==> config.mk <==
export PLATFORM = sky130hd
export DESIGN_NAME = base32_onion_encoder
export DESIGN_NICKNAME = d
export VERILOG_FILES = /design/src/b32oe_pkg.sv /design/src/base32_onion_encoder.sv
export SDC_FILE = /design/constraint.sdc
export NUM_CORES = 1
export LEC_CHECK = 0
export BUFFER_PORTS_ARGS = -buffer_cell sky130_fd_sc_hd__buf_2
export CAP_MARGIN = 40
export CORE_UTILIZATION = 60
export CTS_BUF_LIST = sky130_fd_sc_hd__clkbuf_4
export DETAILED_ROUTE_END_ITERATION = 8
export PLACE_DENSITY = 0.79
export SYNTH_ARGS = -nofsm -noshare
export SYNTH_HDL_FRONTEND = slang
export SYNTH_SLANG_ARGS = --single-unit
==> constraint.sdc <==
create_clock -name clk -period 6.12 [get_ports clk]
set_input_delay 0.306 -clock clk [delete_from_list [all_inputs] [get_ports clk]]
set_output_delay 0.306 -clock clk [all_outputs]
set_load 0.01 [all_outputs]
==> src/b32oe_pkg.sv <==
package b32oe_pkg;

    localparam int unsigned ByteW   = 8;
    localparam int unsigned SymW    = 5;
    localparam int unsigned AccW    = 12;
    localparam int unsigned HeldW   = 4;
    localparam int unsigned CountW  = 6;

    localparam logic [CountW-1:0] ShortLen = 6'd16;
    localparam logic [CountW-1:0] LongLen  = 6'd56;

    // Letters cover codes 0..25, digits 2..7 cover codes 26..31.
    localparam logic [SymW-1:0] FirstDigitCode = 5'd26;

    typedef logic [ByteW-1:0] char_t;

    function automatic char_t sym_to_ascii(input logic [SymW-1:0] code);
        char_t ch;
        if (code < FirstDigitCode)
        begin
            ch = 8'h61 + {3'b000, code};
        end
        else
        begin
            ch = 8'h32 + {3'b000, code - FirstDigitCode};
        end
        return ch;
    endfunction

endpackage

==> src/base32_onion_encoder.sv <==
// base32_onion_encoder: lower-case base32 encoder for onion addresses.
//
// Input channel: data_byte with in_valid / in_stall; a beat moves at a rising
// edge with in_valid high and in_stall low. Bytes enter MSB first.
// Output channel: symbol_char and last_symbol with out_valid / out_stall.
// Each byte yields one or two ASCII characters; last_symbol marks the final
// character of a message (16 chars when short_address = 1, else 56).
// Config: short_address is written from cfg_wr_data when cfg_wr_en is high;
// write it only while the block is idle.
// Timing: a byte's first character is in the output register in the cycle
// after the byte is accepted; its second character waits in the hold slot.
// Throughput: with no output stall, one byte per cycle when it gives one
// character; a byte that gives two holds off the next until the hold slot
// empties; output register and hold slot drain one character per cycle.
// Stall: in_stall rises while the hold slot is full, or while the output
// beat is stalled; nothing is dropped or repeated.
// Reset: clears the bit accumulator, counters, mode (long) and both slots.
module base32_onion_encoder (
    input  logic       clk,
    input  logic       rst_n,
    input  logic       cfg_wr_en,
    input  logic       cfg_wr_data,
    input  logic       in_valid,
    output logic       in_stall,
    input  logic [7:0] data_byte,
    output logic       out_valid,
    input  logic       out_stall,
    output logic [7:0] symbol_char,
    output logic       last_symbol
);
    import b32oe_pkg::*;

    // mode
    logic short_address_reg;

    // encoder state
    logic [AccW-1:0]   acc_reg, acc_next;
    logic [HeldW-1:0]  held_reg, held_next;
    logic [CountW-1:0] count_reg, count_next;

    // output register and hold slot for the second character of a byte
    logic        o_valid_reg, o_valid_next;
    char_t       o_char_reg, o_char_next;
    logic        o_last_reg, o_last_next;
    logic        h_valid_reg, h_valid_next;
    char_t       h_char_reg, h_char_next;
    logic        h_last_reg, h_last_next;

    logic              in_fire, out_fire;
    logic [CountW-1:0] target;
    logic [AccW-1:0]   base_acc, acc_in, acc1, acc2;
    logic [HeldW-1:0]  base_held, h0, h1, h2;
    logic [CountW-1:0] count1, count2;
    logic [SymW-1:0]   idx0, idx1;
    logic              last0, last1, two_chars;

    assign in_stall = h_valid_reg || (o_valid_reg && out_stall);
    assign in_fire  = in_valid && !in_stall;
    assign out_fire = o_valid_reg && !out_stall;
    assign target   = short_address_reg ? ShortLen : LongLen;

    // One byte through the accumulator: up to two 5-bit groups.
    always_comb
    begin
        base_held = (held_reg > 4'd4) ? '0 : held_reg;
        base_acc  = (held_reg > 4'd4) ? '0 : acc_reg;
        acc_in    = {base_acc[AccW-ByteW-1:0], data_byte};
        h0        = base_held + 4'd8;

        h1     = h0 - 4'd5;
        idx0   = SymW'(acc_in >> h1);
        acc1   = acc_in & AccW'((13'd1 << h1) - 13'd1);
        count1 = count_reg + 6'd1;
        last0  = (count1 >= target);

        h2     = h1 - 4'd5;
        idx1   = SymW'(acc1 >> h2);
        acc2   = acc1 & AccW'((13'd1 << h2) - 13'd1);
        count2 = count1 + 6'd1;
        last1  = (count2 >= target);

        two_chars = !last0 && (h1 >= 4'd5);

        acc_next   = acc_reg;
        held_next  = held_reg;
        count_next = count_reg;
        if (in_fire)
        begin
            priority if (last0 || (two_chars && last1))
            begin
                acc_next   = '0;
                held_next  = '0;
                count_next = '0;
            end
            else if (two_chars)
            begin
                acc_next   = acc2;
                held_next  = h2;
                count_next = count2;
            end
            else
            begin
                acc_next   = acc1;
                held_next  = h1;
                count_next = count1;
            end
        end
    end

    // Output register / hold slot steering.
    always_comb
    begin
        o_valid_next = o_valid_reg;
        o_char_next  = o_char_reg;
        o_last_next  = o_last_reg;
        h_valid_next = h_valid_reg;
        h_char_next  = h_char_reg;
        h_last_next  = h_last_reg;
        priority if (h_valid_reg)
        begin
            if (!o_valid_reg || out_fire)
            begin
                o_valid_next = 1'b1;
                o_char_next  = h_char_reg;
                o_last_next  = h_last_reg;
                h_valid_next = 1'b0;
            end
        end
        else if (in_fire)
        begin
            o_valid_next = 1'b1;
            o_char_next  = sym_to_ascii(idx0);
            o_last_next  = last0;
            h_valid_next = two_chars;
            h_char_next  = sym_to_ascii(idx1);
            h_last_next  = last1;
        end
        else
        begin
            if (out_fire)
            begin
                o_valid_next = 1'b0;
            end
        end
    end

    always_ff @(posedge clk or negedge rst_n)
    begin
        if (!rst_n)
        begin
            short_address_reg <= 1'b0;
            acc_reg           <= '0;
            held_reg          <= '0;
            count_reg         <= '0;
            o_valid_reg       <= 1'b0;
            h_valid_reg       <= 1'b0;
        end
        else
        begin
            if (cfg_wr_en)
            begin
                short_address_reg <= cfg_wr_data;
            end
            acc_reg     <= acc_next;
            held_reg    <= held_next;
            count_reg   <= count_next;
            o_valid_reg <= o_valid_next;
            h_valid_reg <= h_valid_next;
        end
    end

    // payload, no reset
    always_ff @(posedge clk)
    begin
        o_char_reg <= o_char_next;
        o_last_reg <= o_last_next;
        h_char_reg <= h_char_next;
        h_last_reg <= h_last_next;
    end

    assign out_valid   = o_valid_reg;
    assign symbol_char = o_char_reg;
    assign last_symbol = o_last_reg;

`ifndef SYNTHESIS
    // hold slot only fills behind a full output register
    a_hold_behind_out: assert property (@(posedge clk) disable iff (!rst_n)
        h_valid_reg |-> o_valid_reg)
        else $error("hold slot valid while output register empty");

    // leftover bits never reach a full group
    a_held_small: assert property (@(posedge clk) disable iff (!rst_n)
        held_reg <= 4'd4)
        else $error("bits held above four");

    // a flagged first character restarts the message
    a_last_restart: assert property (@(posedge clk) disable iff (!rst_n)
        (in_fire && last0) |=> (count_reg == '0 && held_reg == '0 && !h_valid_reg))
        else $error("message did not restart after last character");
`endif

endmodule

Word-level counts from Yosys, hierarchy flattened
Cells that the tools add are included.
{"block": "op_classes", "add_sub_neg": 13, "order_cmp": 6, "n_eq_ne": 1, "shifts": 4, "mux": 24, "bitwise": 3, "reduce_logical": 17}
{"operator": "8-bit two-way mux", "n": 5}
{"operator": "4-bit two-way mux", "n": 6}
{"operator": "12-bit by 4-bit >> shifter with 5-bit output", "n": 2}
{"operator": "6-bit two-way mux", "n": 3}
{"operator": "7-bit by 5-bit adder with 8-bit output, first input constant", "n": 2}
{"operator": "6-bit by 5-bit adder with 7-bit output, first input constant", "n": 2}
{"operator": "6-bit by 1-bit adder with 6-bit output, second input constant", "n": 2}
{"operator": "12-bit bitwise AND", "n": 1}
{"operator": "6-bit >= comparator", "n": 2}
{"operator": "1-bit by 4-bit << shifter with 12-bit output, first input constant", "n": 1}
{"operator": "12-bit by 1-bit subtractor with 12-bit output, second input constant", "n": 1}
{"operator": "5-bit less-than comparator, second input constant", "n": 2}
{"operator": "1-bit two-way mux", "n": 10}
{"operator": "5-bit subtractor, second input constant", "n": 2}
{"operator": "4-bit by 3-bit subtractor with 4-bit output, second input constant", "n": 2}
{"operator": "2-bit AND reduction", "n": 3}
{"operator": "1-bit logical AND", "n": 5}
{"operator": "4-bit adder, second input constant", "n": 1}
{"operator": "4-bit bitwise AND", "n": 1}
{"operator": "4-bit by 3-bit >= comparator with 1-bit output, second input constant", "n": 1}
{"operator": "4-bit by 3-bit greater-than comparator with 1-bit output, second input constant", "n": 1}
{"operator": "1-bit zero test", "n": 4}
{"operator": "1-bit by 4-bit << shifter with 4-bit output, first input constant", "n": 1}
{"operator": "4-bit by 1-bit subtractor with 4-bit output, second input constant", "n": 1}
{"operator": "other kinds (5)", "n": 7}
{"block": "totals", "register_bits": 35, "out_inout_bits": 11, "elab_cells": 78}

Logic depth before layout (Yosys ltp)
Gate-level depths: netlist (run 1).
{"block": "logic_depth", "word_depth": 11, "depth_mapped": 23, "ltp_nobuf": 18}

Worst setup path before layout (run 1)
No wires, ideal clock.
{"block": "synth_path", "path_type": "flip-flop to flip-flop", "start": "reg held_reg[0]", "end": "reg h_char_reg[3] (data pin)", "setup_ps": 260, "arrival_ps": 4601, "required_time_ps": 5860, "setup_slack_ps": 1260, "path_stages_with_launch": 22, "path_buffers": 5, "synth_period_minus_slack_ps": 4860, "cell_sequence": "dfrtp_1 buf_4 nor3b_4 inv_2 clkbuf_1 ha_1 buf_2 xor2_2 buf_4 nand2_1 ha_1 buf_2 nor3b_1 a21boi_0 a31oi_1 nor4_1 o22a_1 inv_1 ha_1 inv_1 nand4_1 mux2_2"}
{"block": "synth_via", "elab_chain_cells": 11, "elab_cells_between_ends": 15, "classes_between": "add/sub (7); order compare (2); shift (2); mux (3); bitwise (1)"}
{"element": "from (decl)", "line_no": "base32_onion_encoder.sv:38", "source": "logic [HeldW-1:0] held_reg, held_next;"}
{"element": "from (signal assigned)", "line_no": "base32_onion_encoder.sv:165", "source": "held_reg <= held_next;"}
{"element": "4-bit by 3-bit greater-than comparator with 1-bit output", "line_no": "base32_onion_encoder.sv:65, base32_onion_encoder.sv:66"}
{"element": "4-bit two-way mux", "line_no": "base32_onion_encoder.sv:65", "source": "base_held = (held_reg > 4'd4) ? '0 : held_reg;"}
{"element": "4-bit adder", "line_no": "base32_onion_encoder.sv:68", "source": "h0 = base_held + 4'd8;"}
{"element": "4-bit by 3-bit subtractor with 4-bit output", "line_no": "base32_onion_encoder.sv:70", "source": "h1 = h0 - 4'd5;"}
{"element": "1-bit by 4-bit << shifter with 12-bit output", "line_no": "base32_onion_encoder.sv:72", "source": "acc1 = acc_in & AccW'((13'd1 << h1) - 13'd1);"}
{"element": "12-bit by 1-bit subtractor with 12-bit output", "line_no": "base32_onion_encoder.sv:72"}
{"element": "12-bit bitwise AND", "line_no": "base32_onion_encoder.sv:72"}
{"element": "12-bit by 4-bit >> shifter with 5-bit output *", "line_no": "base32_onion_encoder.sv:77", "source": "idx1 = SymW'(acc1 >> h2);"}
{"element": "5-bit subtractor", "line_no": "b32oe_pkg.sv:25", "source": "ch = 8'h32 + {3'b000, code - FirstDigitCode};"}
{"element": "6-bit by 5-bit adder with 7-bit output", "line_no": "b32oe_pkg.sv:25"}
{"element": "8-bit two-way mux *", "line_no": "b32oe_pkg.sv:19", "source": "if (code < FirstDigitCode)"}
{"element": "to (signal assigned)", "line_no": "base32_onion_encoder.sv:177", "source": "h_char_reg <= h_char_next;"}
{"element": "to (decl)", "line_no": "base32_onion_encoder.sv:46", "source": "char_t h_char_reg, h_char_next;"}
Every way passes the cells marked *; elsewhere a longest branch is shown, timed or not.
A chain may end at the register's enable or synchronous reset.

Worst setup path after layout (run 1)
{"block": "layout_path", "start": "reg held_reg[3]", "end": "reg h_char_reg[3] (data pin)"}
The elaborated chain is that of the path after synthesis.

==> results of run 1 <==
final timing paths:
| check | startpoint | end | slack [ns] | depth (start not counted) |
|---|---|---|---|---|
| max reg2reg | held_reg[3]$_DFFE_PN0P_ | h_char_reg[3]$_DFFE_PP_ | 1.08 | 16 |
| max | held_reg[3]$_DFFE_PN0P_ | h_char_reg[3]$_DFFE_PP_ | 1.08 | 16 |
| min | cfg_wr_en | short_address_reg$_DFFE_PN0P_ | 0.13 | 2 |
| max in group asynchronous | rst_n | acc_reg[1]$_DFFE_PN0P_ | 5.44 | 2 |
| min reg2reg | count_reg[5]$_DFFE_PN0P_ | count_reg[5]$_DFFE_PN0P_ | 0.51 | 2 |
| min in group asynchronous | rst_n | count_reg[0]$_DFFE_PN0P_ | 0.39 | 2 |
what timing repair did:
action,in CTS,in global routing
setup buffers,0,0
hold buffers,1,0
endpoints found under the hold margin,17,0
cells in the final DEF (no fill, tap or decap), drive strengths merged, types with 11 or more instances in the layout:
cell,instances
nand2,61
buf,30
o21ai,28
inv,24
ha,23
nand3,21
edfxtp,18
dfrtp,17
nor2,16
mux2i,15
a21oi,15
xnor2,13
xor2,11
per-stage QoR:
step,instance area (µm²),hold slack [ns],setup WS (ns),util
3_5_place_dp,3560,0.249,1.16,0.646
4_1_cts,3620,0.133,1.13,0.657
2_1_floorplan,3440,0.0104,1.26,-
3_3_place_gp,3550,0.247,1.23,0.644
6_report,3620,0.130,1.08,0.657
5_1_grt,3620,0.124,0.668,0.657
cell families (layout without fill, tap and decap cells):
group,Yosys count,in the layout,share of synthesized area
buffers and inverters,49,64,0.0658
AO/OA/AOI/OAI,107,107,0.218
flip-flops,35,35,0.281
multiplexers,21,21,0.0731
adder cells (fa/ha/maj),23,23,0.0837
AND/OR/NAND/NOR,143,143,0.210
XOR/XNOR,24,24,0.0688
layer usage:
layer	share of wire	vias up	track usage
met4	0.023	0	0.109
met3	0.090	26	0.0659
met2	0.46	163	0.485
met5	0	-	0
met1	0.43	1459	0.398
li1	-	1501	-
cell type report:
cell class	count	area (µm²)
Clock buffer	6	45.0
Clock inverter	2	7.51
Fill cell	475	1890
Inverter	25	93.8
Multi-Input combinational cell	318	2250
Sequential cell	35	966
Tap cell	72	90.1
Timing Repair Buffer	31	169
==> metrics.md, run 1 <==
| Metric | Value |
|---|---|
| Status | `finished, final reports clean` |
| Initial DRC count | `262` |
| Antenna violations before repair | `0` |
| Cts bufs inserted | `5` |
| Unrepaired setup endpoints after global routing | `false` |
| Post-synthesis instance total | `402` |
| Worst-path cell chain | `or3b_2 > ha_1 > xor2_2 > nand2_1 > ha_1 > nor3b_1 > nand2_1 > mux2i_1 > nand2_1 > a31oi_1 > o22a_1 > inv_1 > ha_1 > inv_1 > nand4_1 > mux2_2` |
| Mean Syn Cell Area | `8.56 µm²` |
| Fmax | `0.199 GHz` |
| Worst slew pin tran | `0.874 ns` |
| Clk buf depth | `2` |
| Crit path buf inv count | `2` |
| Hold Crit Class | `input port to flop` |
| Most frequent cell after synthesis | `nand2_1` |
| Per-cell routed wire length | `17.9 µm` |
| Relative slew slack | `0.417` |
| Area contributors post-synth | `edfxtp_1 16%, dfrtp_1 12%, ha_1 8.4%, nand2_1 6.7%, mux2i_1 4.4%` |
| H-tree level count | `2` |
| Remaining global-route overflow | `0` |
| Worst-Skew Late Latency | `0.36 ns` |
| ANT cells | `0` |
| Layout area overhead | `5.20%` |
| Synthesized area | `3440 µm²` |
| Root Buffer | `clkbuf_4` |
| Endpoints failing setup | `0` |
| Critical Path End Type | `flop` |
| Yosys warns | `0` |
| CTS tree | `yes` |
| DRC | `0` |
| Clock transition at path regs | `0.11 ns` |
| Final Max Tran Viols | `0` |
| Synth cell count leaders | `61 x nand2_1, 27 x o21ai_0, 23 x ha_1, 22 x inv_1, 21 x nand3_1` |
| Synth top area share | `0.157` |
| Post-synth EDFFs | `18` |
| Dpl hpwl | `6.39 mm` |
| Top_reg_cell synth | `edfxtp_1` |
| Max-cap violations | `0` |
| Final Hold Fails | `0` |
| Fin Setup TNS | `0 ns` |
| Clock Sinks | `35` |
| CP max stage cell | `or3b_2` |
| Port bufs | `24` |
| Crit-path leading delay family | `simple AND/OR/NAND/NOR gates` |
| Core ar. | `5510 µm²` |
| WL final | `8.73 mm` |
| Finished Layout Cells | `489` |
| Synthesis-stage register bit count | `35` |
| DRT antenna net count | `0` |
| Number of global-route vias before repair | `2883` |
| First-pass GRT wire length | `14.1 mm` |
| Count of cell types in the netlist | `65` |
| Crit Path Class | `flop to flop` |
| Max Clock Skew | `0.0148 ns` |
| Die area | `6040 µm²` |
| Register area share after synthesis | `0.281` |
| Post-synth top area cell | `edfxtp_1` |
| RD Place Congestion | `1.03` |
| Die Width | `77.7 µm` |
| Synth async-reset ratio | `0.486` |
| TritonRoute pass-1 iters | `5` |
| Placed Cells | `480` |
| Final period util | `0.823` |
| Largest net degree at the start of global routing | `28` |
| CP startpoint kind | `flop` |
| Nets | `453` |
| Max stage delay on crit path | `0.68 ns` |
| Mapped Nets | `439` |
| Worst path required time | `6.24 ns` |
| Worst-path fanout max | `12` |
| Critical Path AT | `5.16 ns` |
| CTS resizes | `0` |
| Vias | `3149` |
| Share of cells above drive strength 1 | `0.137` |
| Overall routing resource usage | `0.302` |
| Routed vias/inst | `6.44` |
| Starting Density | `0.625` |
| # rows | `27` |
| # IOs | `25` |
| Final worst path period need | `5.04 ns` |
| Die Height | `77.7 µm` |
Power of run 1 is left out: the tool's default activity adds up to more than one toggle a clock period on the data nets, which glitch-free logic cannot reach.
==> run 2: changes to the inputs <==
- CORE_UTILIZATION: 60 -> 57
- clock period: 6.12 -> 4.6 ns (I/O delays scaled with it)
==> metrics.md, run 2 (synthesis gave the netlist of run 1 again) <==
| Metric | Value |
|---|---|
| Final Max Tran Viols | `0` |
| H-tree level count | `2` |
| Max Clock Skew | `0.00704 ns` |
| # fillers | `472` |
| Clock Sinks | `35` |
| Die area | `6350 µm²` |
| CP startpoint kind | `flop` |
| Layout area overhead | `10.1%` |
| Critical Path AT | `4.41 ns` |
| # rows | `27` |
| Worst-Skew Late Latency | `0.35 ns` |
| Final worst path period need | `4.31 ns` |
| Worst Setup SP | `held_reg[1]$_DFFE_PN0P_` |
| Hold Crit Class | `input port to flop` |
| Starting Density | `0.606` |
| Number of global-route vias before repair | `3025` |
| Seq. cell area | `967 µm²` |
| Crit Path Class | `flop to flop` |
| Most frequent cells in the layout | `61 x nand2_1, 27 x o21ai_0, 25 x buf_2, 23 x ha_1, 22 x inv_1` |
| Endpoints failing setup | `0` |
| Crit-path leading delay family | `simple AND/OR/NAND/NOR gates` |
| ANT cells | `0` |
| Share of cells above drive strength 1 | `0.181` |
| Antenna violations before repair | `0` |
| # IOs | `25` |
| Hold WS | `0.0663 ns` |
| Per-cell routed wire length | `17.5 µm` |
| TritonRoute pass-1 iters | `5` |
| Core ar. | `5680 µm²` |
| Worst hold path startpoint | `cfg_wr_en` |
| Critical Path End Type | `flop` |
| Largest net degree at the start of global routing | `28` |
| Area of the multi-input gates | `2270 µm²` |
| Die Height | `79.7 µm` |
| Overall routing resource usage | `0.299` |
| Clock transition at path regs | `0.11 ns` |
| Worst slew pin tran | `0.892 ns` |
| Fmax | `0.232 GHz` |
| WL final | `8.85 mm` |
| Final period util | `0.937` |
| DRC | `0` |
| Commonest non-fill, non-tap cell in the layout | `nand2_1` |
| Dpl hpwl | `6.57 mm` |
| Worst r2r src | `held_reg[1]$_DFFE_PN0P_` |
| Crit path buf inv count | `3` |
| RD Place Congestion | `0.982` |
| Initial DRC count | `261` |
| Final Hold Fails | `0` |
| Vias | `3253` |
| DRT antenna net count | `0` |
| Relative slew slack | `0.405` |
| Max-cap violations | `0` |
| CP max stage cell | `or3b_2` |
| Routed vias/inst | `6.45` |
| Most used cell, CP | `ha_1` |
| Status | `finished, final reports clean` |
| Nets | `468` |
| First-pass GRT wire length | `14.6 mm` |
| Remaining global-route overflow | `0` |
| Root Buffer | `clkbuf_4` |
| Worst-path fanout max | `7` |
| Port bufs | `24` |
| CTS tree | `yes` |
| Clk buf depth | `2` |
| Cts bufs inserted | `5` |
| Die Width | `79.7 µm` |
| Worst path required time | `4.70 ns` |
| Max stage delay on crit path | `0.47 ns` |
| Worst-path cell chain | `or3b_2 > ha_1 > xor2_4 > nand2_1 > ha_1 > nor3b_4 > a21boi_1 > a31oi_1 > nor4_1 > o22a_2 > inv_1 > ha_1 > inv_1 > nand4_1 > buf_4 > nand2_1 > o21ai_0` |
run 2: metal layers:
layer	track usage	routed length, µm	vias up
li1	-	-	1539
met1	0.400	3820	1554
met2	0.481	4190	135
met3	0.0617	631	25
met4	0.0927	199	0
met5	0	0	-
run 2: cell type report:
| type | count | area share |
|---|---|---|
| Clock inverter | 3 | 0.0102 |
| Inverter | 25 | 0.0248 |
| Clock buffer | 5 | 0.00991 |
| Timing Repair Buffer | 46 | 0.0753 |
| Sequential cell | 35 | 0.255 |
| Tap cell | 72 | 0.0238 |
| Multi-Input combinational cell | 318 | 0.601 |
run 2: through the flow:
stage	setup TNS [ns]	setup WS [ns]	instances	cell area (µm²)	utilization
2_1_floorplan	0	0.0175	402	3480	-
3_3_place_gp	0	0.334	490	3660	0.646
3_5_place_dp	0	0.179	491	3670	0.646
4_1_cts	0	0.161	500	3750	0.662
5_1_grt	-0.00689	-0.00689	504	3790	0.667
6_report	0	0.292	504	3790	0.667
run 2: what timing repair did:
action / 4_1_cts / 5_1_grt
buffers inserted: 0 / 4
endpoints found under the hold margin: 17 / 0
gates resized for setup: 0 / 2
setup endpoints to repair: 0 / 6
hold buffers: 1 / 0
run 2: worst paths after layout:
check                                                      to  slack, ns  depth (start not counted)
worst max-delay path                  h_char_reg[1]$_DFFE_PP_       0.29                         17
worst min-delay path            short_address_reg$_DFFE_PN0P_       0.07                          2
worst max register to register        h_char_reg[1]$_DFFE_PP_       0.29                         17
worst min register to register         acc_reg[3]$_DFFE_PN0P_       0.54                          2
max in group asynchronous             held_reg[1]$_DFFE_PN0P_       3.97                          2
min in group asynchronous            count_reg[4]$_DFFE_PN0P_       0.33                          2
Power of run 2 is left out for the same reason.
